[config.mk]
export PLATFORM = sky130hd
export DESIGN_NAME = tdma_seat_membership_controller
export DESIGN_NICKNAME = d
export VERILOG_FILES = /design/src/rtl/tdmasc_pkg.sv /design/src/rtl/tdmasc_cell.sv /design/src/rtl/tdma_seat_membership_controller.sv
export SDC_FILE = /design/constraint.sdc
export NUM_CORES = 2
export LEC_CHECK = 0
export BUFFER_PORTS_ARGS = -buffer_cell sky130_fd_sc_hd__buf_2
export CAP_MARGIN = 30
export CORE_ASPECT_RATIO = 1.25
export CORE_MARGIN = 10
export CORE_UTILIZATION = 50
export CTS_CLUSTER_DIAMETER = 50
export DETAILED_ROUTE_END_ITERATION = 16
export GPL_TIMING_DRIVEN = 1
export PLACE_DENSITY = 0.68
export RECOVER_POWER = 100
export SLEW_MARGIN = 10
export SYNTH_ARGS = -nofsm -noshare
export SYNTH_HDL_FRONTEND = slang
export SYNTH_HIERARCHICAL = 1
export SYNTH_SLANG_ARGS = --single-unit
[constraint.sdc]
create_clock -name clk -period 9.2 [get_ports clk]
set_input_delay 0.92 -clock clk [delete_from_list [all_inputs] [get_ports clk]]
set_output_delay 0.92 -clock clk [all_outputs]
set_load 0.03 [all_outputs]
[src/rtl/tdmasc_pkg.sv]
// Shared types, codes and sizes for the TDMA seat membership controller.
package tdmasc_pkg;

	localparam int SEATS_DEF = 32;
	localparam int SEAT_W    = 5;
	localparam int CNT_W     = 6;
	localparam int CFG_IDX_W = 3;
	localparam int CFG_DAT_W = 32;
	localparam int TS_W      = 40;
	localparam int DLY_W     = 7;

	localparam logic [1:0] CMD_BEACON  = 2'd0;
	localparam logic [1:0] CMD_JOIN    = 2'd1;
	localparam logic [1:0] CMD_CONFIRM = 2'd2;
	localparam logic [1:0] CMD_TICK    = 2'd3;

	localparam logic [2:0] ACT_REARM   = 3'd0;
	localparam logic [2:0] ACT_REPLY   = 3'd1;
	localparam logic [2:0] ACT_REQUEST = 3'd2;
	localparam logic [2:0] ACT_CONFIRM = 3'd3;
	localparam logic [2:0] ACT_BEACON  = 3'd4;

	localparam logic [CFG_IDX_W-1:0] REG_ROLE    = 3'd0;
	localparam logic [CFG_IDX_W-1:0] REG_ADDR    = 3'd1;
	localparam logic [CFG_IDX_W-1:0] REG_TIMEOUT = 3'd2;
	localparam logic [CFG_IDX_W-1:0] REG_SLOT    = 3'd3;
	localparam logic [CFG_IDX_W-1:0] REG_ANT     = 3'd4;

	typedef enum logic [2:0] {
		ST_IDLE,
		ST_LOAD,
		ST_SCAN,
		ST_CALC,
		ST_ADD,
		ST_FIN
	} state_t;

	typedef struct packed {
		logic load_map;
		logic grant;
		logic refresh;
		logic tick;
		logic scan_load;
		logic scan_shift;
	} cell_ctl_t;

endpackage

[src/rtl/tdmasc_cell.sv]
// One seat cell: occupancy bit, timeout counter and a scan stage of the chain.
module tdmasc_cell #(
	parameter int IDX = 0
) (
	input  logic                  clk,
	input  logic                  arst_n,
	input  tdmasc_pkg::cell_ctl_t ctl,
	input  logic [4:0]            seat,
	input  logic                  map_bit,
	input  logic [7:0]            limit,
	input  logic                  scan_in,
	output logic                  occ,
	output logic                  scan_out
);

	logic       occ_q;
	logic [7:0] tmo_q;
	logic       scan_q;
	logic       sel;

	assign sel      = (seat == 5'(IDX));
	assign occ      = occ_q;
	assign scan_out = scan_q;

	always_ff @(posedge clk or negedge arst_n) begin
		if (!arst_n) begin
			occ_q  <= (IDX == 0);
			tmo_q  <= '0;
			scan_q <= 1'b0;
		end else begin
			if (ctl.load_map) begin
				occ_q <= map_bit;
			end
			if (ctl.grant && sel) begin
				occ_q <= 1'b1;
				tmo_q <= limit;
			end
			if (ctl.refresh && sel) begin
				tmo_q <= limit;
			end
			if (ctl.tick && (IDX != 0) && occ_q) begin
				if (tmo_q == 8'd0) begin
					occ_q <= 1'b0;
				end else begin
					tmo_q <= tmo_q - 8'd1;
				end
			end
			if (ctl.scan_load) begin
				scan_q <= occ_q;
			end else if (ctl.scan_shift) begin
				scan_q <= scan_in;
			end
		end
	end

endmodule

[src/rtl/tdma_seat_membership_controller.sv]
// Top level of the TDMA seat membership controller.
// Usage:
//   Input channel (in_valid/in_stall) carries one decoded frame or a round
//   tick; the output channel (out_valid/out_stall) returns exactly one
//   result per input item. Configuration is written on cfg_we with
//   cfg_index/cfg_data while the block is idle.
//   Seat state lives in a chain of SEATS cells; occupant count and lowest
//   free seat come from shifting the occupancy down the chain one seat a
//   cycle into a counter at cell zero.
//   Sequence: a frame that needs no recount passes through FIN into the output
//   register. A round tick at the initiator passes through LOAD, SCAN and FIN
//   (recount scan). A responder beacon on seat zero passes through LOAD, SCAN,
//   CALC, ADD and FIN (scan, slot multiply, add).
//   Flow: one item at a time; in_stall is high while an item is at work.
//   A stalled result holds in the output register; the finishing step waits
//   for that register to drain before the next result is written.
//   Reset: seat zero occupied, count 1, all counters zero, registers at
//   their default values. No clearing pass is needed.
module tdma_seat_membership_controller #(
	parameter int SEATS = tdmasc_pkg::SEATS_DEF
) (
	input  logic        clk,
	input  logic        arst_n,
	input  logic        cfg_we,
	input  logic [2:0]  cfg_index,
	input  logic [31:0] cfg_data,
	input  logic        in_valid,
	output logic        in_stall,
	input  logic [1:0]  command,
	input  logic [15:0] frame_src,
	input  logic [15:0] frame_dst,
	input  logic [4:0]  seat,
	input  logic [31:0] seat_map_in,
	input  logic [7:0]  seq_num,
	input  logic [39:0] rx_timestamp,
	output logic        out_valid,
	input  logic        out_stall,
	output logic [2:0]  action,
	output logic [31:0] tx_time,
	output logic [39:0] tx_timestamp,
	output logic [31:0] rx_ts_echo,
	output logic [15:0] dest_out,
	output logic [4:0]  seat_out,
	output logic [31:0] seat_map_out,
	output logic [5:0]  device_count,
	output logic [7:0]  seq_out,
	output logic        joined_out
);

	localparam int SW   = (SEATS > 1) ? $clog2(SEATS) : 1;
	localparam int HALF = SEATS / 2;

	tdmasc_pkg::state_t    state_q, state_n;
	tdmasc_pkg::cell_ctl_t ctl;

	logic        role_q;
	logic [15:0] own_q;
	logic [7:0]  limit_q;
	logic [31:0] slot_q;
	logic [15:0] ant_q;

	logic [4:0]  local_q;
	logic        joined_q;
	logic [7:0]  seq_q;
	logic [15:0] init_q;
	logic [39:0] brx_q;
	logic [5:0]  count_q;

	logic [2:0]  res_act_q;
	logic [15:0] res_dest_q;
	logic [4:0]  res_seat_q;
	logic        seat_ov_q;
	logic        pre_q;
	logic [31:0] res_map_q;
	logic [5:0]  res_cnt_q;
	logic [7:0]  res_seq_q;
	logic [31:0] res_tx_q;
	logic        send_q;
	logic        bcn0_q;
	logic [31:0] prod_s1;

	logic [SW-1:0] idx_q;
	logic [5:0]    acc_q;
	logic          found_q;
	logic [4:0]    free_q;

	logic        out_valid_q;
	logic [2:0]  action_q;
	logic [31:0] tx_time_q;
	logic [39:0] tx_ts_q;
	logic [31:0] echo_q;
	logic [15:0] dest_q;
	logic [4:0]  seat_o_q;
	logic [31:0] map_o_q;
	logic [5:0]  cnt_o_q;
	logic [7:0]  seq_o_q;
	logic        joined_o_q;

	logic [SEATS-1:0] occ_vec;
	logic [SEATS:0]   scan_chain;

	logic accept, seat_ok, is_tick, is_bcn_i, is_bcn_r, is_join, is_conf, need_scan;
	logic scan_last, fin_go, scan_bit, send_c;
	logic [6:0] delay_c;

	assign accept    = in_valid && !in_stall;
	assign in_stall  = (state_q != tdmasc_pkg::ST_IDLE);
	assign seat_ok   = ({1'b0, seat} < 6'(SEATS));
	assign is_tick   = (command == tdmasc_pkg::CMD_TICK) && !role_q;
	assign is_bcn_i  = (command == tdmasc_pkg::CMD_BEACON) && seat_ok && !role_q;
	assign is_bcn_r  = (command == tdmasc_pkg::CMD_BEACON) && seat_ok && role_q;
	assign is_join   = (command == tdmasc_pkg::CMD_JOIN) && seat_ok && !role_q
		&& !occ_vec[seat[SW-1:0]];
	assign is_conf   = (command == tdmasc_pkg::CMD_CONFIRM) && seat_ok && role_q
		&& (frame_dst == own_q);
	assign need_scan = is_tick || (is_bcn_r && (seat == 5'd0));
	assign scan_last = (idx_q == SW'(SEATS - 1));
	assign scan_bit  = scan_chain[0];
	assign fin_go    = (state_q == tdmasc_pkg::ST_FIN) && (!out_valid_q || !out_stall);

	assign scan_chain[SEATS] = 1'b0;

	for (genvar i = 0; i < SEATS; i++) begin : g_cell
		tdmasc_cell #(.IDX(i)) u_cell (
			.clk      (clk),
			.arst_n   (arst_n),
			.ctl      (ctl),
			.seat     (seat),
			.map_bit  (seat_map_in[i]),
			.limit    (limit_q),
			.scan_in  (scan_chain[i+1]),
			.occ      (occ_vec[i]),
			.scan_out (scan_chain[i])
		);
	end

	always_comb begin
		state_n = state_q;
		case (state_q)
			tdmasc_pkg::ST_IDLE: begin
				if (accept) state_n = need_scan ? tdmasc_pkg::ST_LOAD : tdmasc_pkg::ST_FIN;
			end
			tdmasc_pkg::ST_LOAD: state_n = tdmasc_pkg::ST_SCAN;
			tdmasc_pkg::ST_SCAN: begin
				if (scan_last) state_n = bcn0_q ? tdmasc_pkg::ST_CALC : tdmasc_pkg::ST_FIN;
			end
			tdmasc_pkg::ST_CALC: state_n = tdmasc_pkg::ST_ADD;
			tdmasc_pkg::ST_ADD:  state_n = tdmasc_pkg::ST_FIN;
			tdmasc_pkg::ST_FIN: begin
				if (fin_go) state_n = tdmasc_pkg::ST_IDLE;
			end
			default: state_n = tdmasc_pkg::ST_IDLE;
		endcase
	end

	always_comb begin
		ctl            = '0;
		ctl.load_map   = accept && is_bcn_r && (seat == 5'd0);
		ctl.grant      = accept && is_join;
		ctl.refresh    = accept && is_bcn_i;
		ctl.tick       = accept && is_tick;
		ctl.scan_load  = (state_q == tdmasc_pkg::ST_LOAD);
		ctl.scan_shift = (state_q == tdmasc_pkg::ST_SCAN);
	end

	always_comb begin
		send_c  = 1'b1;
		delay_c = {1'b0, local_q, 1'b0};
		if (count_q > 6'(HALF)) begin
			if (!seq_q[0] && (local_q < 5'(HALF))) begin
				delay_c = {1'b0, local_q, 1'b0};
			end else if (seq_q[0] && (local_q >= 5'(HALF))) begin
				delay_c = 7'(({2'b0, local_q} - 7'(HALF) + 7'd1) << 1);
			end else begin
				send_c = 1'b0;
			end
		end
	end

	always_ff @(posedge clk or negedge arst_n) begin
		if (!arst_n) begin
			state_q     <= tdmasc_pkg::ST_IDLE;
			role_q      <= 1'b0;
			own_q       <= '0;
			limit_q     <= 8'd10;
			slot_q      <= 32'd65536000;
			ant_q       <= 16'd16436;
			local_q     <= '0;
			joined_q    <= 1'b0;
			seq_q       <= '0;
			init_q      <= '0;
			brx_q       <= '0;
			count_q     <= 6'd1;
			res_act_q   <= tdmasc_pkg::ACT_REARM;
			res_dest_q  <= '0;
			res_seat_q  <= '0;
			seat_ov_q   <= 1'b0;
			pre_q       <= 1'b0;
			res_map_q   <= '0;
			res_cnt_q   <= '0;
			res_seq_q   <= '0;
			res_tx_q    <= '0;
			send_q      <= 1'b0;
			bcn0_q      <= 1'b0;
			prod_s1     <= '0;
			idx_q       <= '0;
			acc_q       <= '0;
			found_q     <= 1'b0;
			free_q      <= '0;
			out_valid_q <= 1'b0;
			action_q    <= '0;
			tx_time_q   <= '0;
			tx_ts_q     <= '0;
			echo_q      <= '0;
			dest_q      <= '0;
			seat_o_q    <= '0;
			map_o_q     <= '0;
			cnt_o_q     <= '0;
			seq_o_q     <= '0;
			joined_o_q  <= 1'b0;
		end else begin
			state_q <= state_n;
			if (cfg_we) begin
				case (cfg_index)
					tdmasc_pkg::REG_ROLE:    role_q  <= cfg_data[0];
					tdmasc_pkg::REG_ADDR:    own_q   <= cfg_data[15:0];
					tdmasc_pkg::REG_TIMEOUT: limit_q <= cfg_data[7:0];
					tdmasc_pkg::REG_SLOT:    slot_q  <= cfg_data;
					tdmasc_pkg::REG_ANT:     ant_q   <= cfg_data[15:0];
					default: ;
				endcase
			end
			if (accept) begin
				res_act_q  <= tdmasc_pkg::ACT_REARM;
				res_dest_q <= '0;
				res_tx_q   <= '0;
				send_q     <= 1'b0;
				seat_ov_q  <= 1'b0;
				pre_q      <= 1'b0;
				bcn0_q     <= is_bcn_r && (seat == 5'd0);
				if (is_tick) begin
					res_act_q  <= tdmasc_pkg::ACT_BEACON;
					res_dest_q <= 16'hFFFF;
					pre_q      <= 1'b1;
					res_map_q  <= 32'(occ_vec);
					res_cnt_q  <= count_q;
					res_seq_q  <= seq_q;
					seq_q      <= seq_q + 8'd1;
				end
				if (is_bcn_r) begin
					if ((seat == local_q) || ((seat == 5'd0)
						&& ((seat_map_in & 32'({SEATS{1'b1}})) == 32'd1))) begin
						joined_q <= 1'b0;
					end
					if (seat == 5'd0) begin
						brx_q  <= rx_timestamp;
						seq_q  <= seq_num;
						init_q <= frame_src;
					end
				end
				if (is_join) begin
					count_q    <= count_q + 6'd1;
					res_act_q  <= tdmasc_pkg::ACT_CONFIRM;
					res_dest_q <= frame_src;
					res_seat_q <= seat;
					seat_ov_q  <= 1'b1;
				end
				if (is_conf) begin
					local_q  <= seat;
					joined_q <= 1'b1;
				end
			end
			if (state_q == tdmasc_pkg::ST_LOAD) begin
				idx_q   <= '0;
				acc_q   <= '0;
				found_q <= 1'b0;
				free_q  <= '0;
			end
			if (state_q == tdmasc_pkg::ST_SCAN) begin
				idx_q <= idx_q + SW'(1);
				acc_q <= acc_q + 6'(scan_bit);
				if (!scan_bit && !found_q) begin
					found_q <= 1'b1;
					free_q  <= 5'(idx_q);
				end
				if (scan_last) count_q <= acc_q + 6'(scan_bit);
			end
			if (state_q == tdmasc_pkg::ST_CALC) begin
				if (joined_q) begin
					send_q  <= send_c;
					prod_s1 <= 32'(delay_c * slot_q);
				end else if (found_q) begin
					local_q    <= free_q;
					res_act_q  <= tdmasc_pkg::ACT_REQUEST;
					res_dest_q <= init_q;
				end
			end
			if ((state_q == tdmasc_pkg::ST_ADD) && send_q) begin
				res_tx_q   <= 32'((41'(brx_q) + 41'(prod_s1)) >> 8);
				res_act_q  <= tdmasc_pkg::ACT_REPLY;
				res_dest_q <= 16'hFFFF;
			end
			if (fin_go) begin
				out_valid_q <= 1'b1;
				action_q    <= res_act_q;
				tx_time_q   <= res_tx_q;
				tx_ts_q     <= (res_act_q == tdmasc_pkg::ACT_REPLY)
					? ({res_tx_q[31:1], 1'b0, 8'd0} + {24'd0, ant_q}) : 40'd0;
				echo_q      <= brx_q[31:0];
				dest_q      <= res_dest_q;
				seat_o_q    <= seat_ov_q ? res_seat_q : local_q;
				map_o_q     <= pre_q ? res_map_q : 32'(occ_vec);
				cnt_o_q     <= pre_q ? res_cnt_q : count_q;
				seq_o_q     <= pre_q ? res_seq_q : seq_q;
				joined_o_q  <= joined_q;
			end else if (out_valid_q && !out_stall) begin
				out_valid_q <= 1'b0;
			end
		end
	end

	assign out_valid    = out_valid_q;
	assign action       = action_q;
	assign tx_time      = tx_time_q;
	assign tx_timestamp = tx_ts_q;
	assign rx_ts_echo   = echo_q;
	assign dest_out     = dest_q;
	assign seat_out     = seat_o_q;
	assign seat_map_out = map_o_q;
	assign device_count = cnt_o_q;
	assign seq_out      = seq_o_q;
	assign joined_out   = joined_o_q;

endmodule

==> summary.txt <==
Hold Path Class -> register to register
Synth Flop Type -> dfrtp_1
worst skew pair latency -> 690 ps
area delta synth->final -> 13.10%
Startpoint Class -> input port
critical path fanouts, max -> 39
failing checks -> max-capacitance violations, max-slew violations
Pre-antenna DRT Iters -> 5
Worst-path clk slew -> 60 ps
Final setup violation count -> 0
die area -> 108,800 um2
post-detailed-route via-to-cell ratio -> 6.175
Post-Synthesis Cells -> 4,687
Setup CP Type -> input port to register
Net Sw Power -> 8.750 mW
fillers -> 8,509
sequential share of the synthesized area -> 0.4139
Site Rows -> 127
PortBufs -> 334
core region area -> 95,660 um2
Tmin final -> 7886 ps
Max Clock Freq -> 126.8 MHz
Hold Buf Count CTS -> 0
CTS root buffer -> clkbuf_16
first-pass GRT wire length -> 225,500 um
Post-Route Skew -> 21.74 ps
critical path, cell by cell -> buf_4, clkbuf_1, mux4_2, mux4_2, a21oi_1, a21boi_0, buf_12, clkbuf_1, nor2_1, nor4_1, a221oi_1, a211oi_1
CTS tree -> yes
Post-synth EDFFs -> 0
post-route DRC violation count -> 0
drt wl/cell -> 22.38 um
global route overflow -> 0
commonest cells after routing, fill and taps aside -> dfrtp_1, nand2_1, o21ai_0, mux2i_1, inv_1
Worst Setup End Kind -> register
largest net degree at the start of global routing -> 177
switch share -> 0.4453
RSZ-0062 raised after global routing -> false
PD cells -> 362.1 nW/um2
Fin. Hold Viols -> 0
Max Slew Vio Count -> 1,009
Post-DRT Antenna Nets -> 0
max-cap viol count -> 25
Vias -> 39,610
Seq pwr share -> 0.256
status -> complete, but fails checks
htree depth -> 3
Mapped Nets -> 5,120
placer's final routability congestion estimate -> 0.9275
postcts setup bufs -> 0
vias in the first global route -> 39,270
GRT Util Overall -> 0.2559
required time worst endpoint -> 9770 ps
CP top delay family -> buffers and inverters
maximum vdd ir drop -> 0.0005185 V
Initial Utilization -> 0.5016
final WL -> 143,500 um
Mean Syn Cell Area -> 10.24 um2
layout cells sized above 1 -> 0.1480
ys async rst share -> 1.000
Fin Setup TNS -> 0 ps
Slew @ Worst Pin -> 5794 ps
clock share of power -> 0.209
Final Power -> 19.65 mW
initial antenna violation count -> 14
Crit-path slowest cell -> clkbuf_1
drt initial violations -> 2,859
Slew headroom -> -2.863
die height -> 366.3 um
Largest stage delay, worst path -> 1540 ps
Die W -> 297.1 um
most common cell after layout, fill and taps aside -> dfrtp_1
logic gate share of total power -> 0.536
internal power -> 10.90 mW
post-DP HPWL -> 98,620 um
io pins -> 336
clk buf depth -> 3
Synth warnings -> 6
Distinct cells, synth -> 100
synthesized area -> 47,980 um2
Final period util -> 0.8572
Buf/Inv on CP -> 4
#FFs+latches synth -> 793
Leak -> 24.63 nW
CP arrival -> 8460 ps
Num Clock Sinks -> 793
post-CTS sizing -> 0
CTS Buf Count -> 95
Post-layout nets -> 5,468
==> state kept, by name (all words and copies together), names as in the netlist, 16 cells and up <==
name	cells
ant_q	16
brx_q	40
dest_out	16
g_cell.u_cell/occ	32
g_cell.u_cell/scan_out	32
g_cell.u_cell/tmo_q	248
init_q	16
own_q	16
prod_s1	31
res_dest_q	16
res_map_q	32
res_tx_q	32
rx_ts_echo	32
seat_map_out	32
slot_q	31
tx_time	32
tx_timestamp	40
==> cells in the mapped netlist (all sizes together) (14+ instances only) <==
cell type / n / area [um2]
a211oi: 65 / 488.0
a21o: 29 / 217.7
a21oi: 119 / 636.9
a221o: 20 / 200.2
a221oi: 129 / 1130
a22o: 17 / 148.9
a32oi: 14 / 122.6
and2: 72 / 450.4
and3: 44 / 275.3
and4b: 28 / 280.3
buf: 33 / 182.7
clkbuf: 115 / 432.9
dfrtp: 779 / 19490
dfstp: 14 / 367.9
fa: 106 / 2122
ha: 168 / 2102
inv: 227 / 852.1
mux2: 205 / 2361
mux2i: 238 / 2382
nand2: 662 / 2485
nand2b: 42 / 292.8
nand3: 95 / 475.5
nand4: 83 / 534.3
nand4b: 32 / 280.3
nor2: 194 / 728.2
nor2b: 84 / 525.5
nor3: 158 / 817.0
nor4: 93 / 819.5
o211a: 30 / 300.3
o211ai: 23 / 172.7
o21a: 35 / 264.0
o21ai: 275 / 1658
o221a: 86 / 968.4
o31ai: 14 / 105.1
or3: 40 / 250.2
or3b: 31 / 271.5
or4: 28 / 221.5
or4b: 27 / 364.1
xnor2: 51 / 446.7
xor2: 44 / 385.4
==> path summary, 6_finish.rpt <==
path	start	to	slack (ps)	depth (start not counted)
min in group asynchronous	arst_n	brx_q[22]	2370	1
max in group asynchronous	arst_n	g_cell[6].u_cell/tmo_q[3]	2440	3
max reg2reg	local_q[4]	prod_s1[31]	1530	21
max	seat[0]	g_cell[22].u_cell/tmo_q[3]	1310	12
min	bcn0_q	bcn0_q	470	2
min reg2reg	bcn0_q	bcn0_q	470	2
==> cell families after synthesis <==
logic type / after synthesis / synth area share
XOR/XNOR: 97 / 0.01828
multiplexers: 453 / 0.1036
buffers and inverters: 375 / 0.03059
other: 1 / 0.00007816
flip-flops: 793 / 0.4139
AO/OA/AOI/OAI: 939 / 0.1485
adder cells (fa/ha/maj): 274 / 0.08804
AND/OR/NAND/NOR: 1755 / 0.1970
==> cell type report <==
class / count / area, um2 / area share
Clock inverter: 55 / 794.5 / 0.01464
Clock buffer: 123 / 2674 / 0.04927
Multi-Input combinational cell: 3519 / 26480 / 0.4879
Inverter: 227 / 853.3 / 0.01573
Tap cell: 1290 / 1614 / 0.02974
Sequential cell: 793 / 19870 / 0.3662
Timing Repair Buffer: 399 / 1959 / 0.03611
Antenna cell: 8 / 20.02 / 0.0003689
==> metrics by stage <==
step	std cells	hold WS (ps)	util	instance area, um2	setup slack, ps
floorplan	4687	434.8	-	47980	2678
global placement	6217	446.4	0.5352	51200	1930
detailed placement	6222	454.4	0.5361	51290	2143
CTS	6400	278.1	0.5724	54750	2085
global route	6412	444.9	0.5672	54260	939.0
finish	6414	467.0	0.5673	54260	1314
==> tightest hold or removal path, delay by kind of cell (launching register included) <==
| kind | cells | cell delay, ps |
|---|---|---|
| flip-flops | 1 | 330 |
| AND/OR/NAND/NOR | 2 | 110 |
==> metal layers <==
layer,GRT usage,routed length (um),up-vias
li1,-,-,18040
met1,0.3206,59130,19880
met2,0.4340,69220,1383
met3,0.03965,8963,305
met4,0.1125,6210,0
met5,0,0,-
==> power groups by stage <==
| stage | Clock [mW] | Sequential (mW) | Combinational (mW) |
|---|---|---|---|
| after floorplan | 0 | 5.24 | 7.52 |
| after global placement | 0 | 5.07 | 10.2 |
| after detailed placement | 0 | 5.08 | 10.5 |
| after CTS | 4.17 | 5.04 | 10.6 |
| after global routing | 4.31 | 5.13 | 11.9 |
| final | 4.10 | 5.02 | 10.5 |
(Power assumes the default switching activity.)
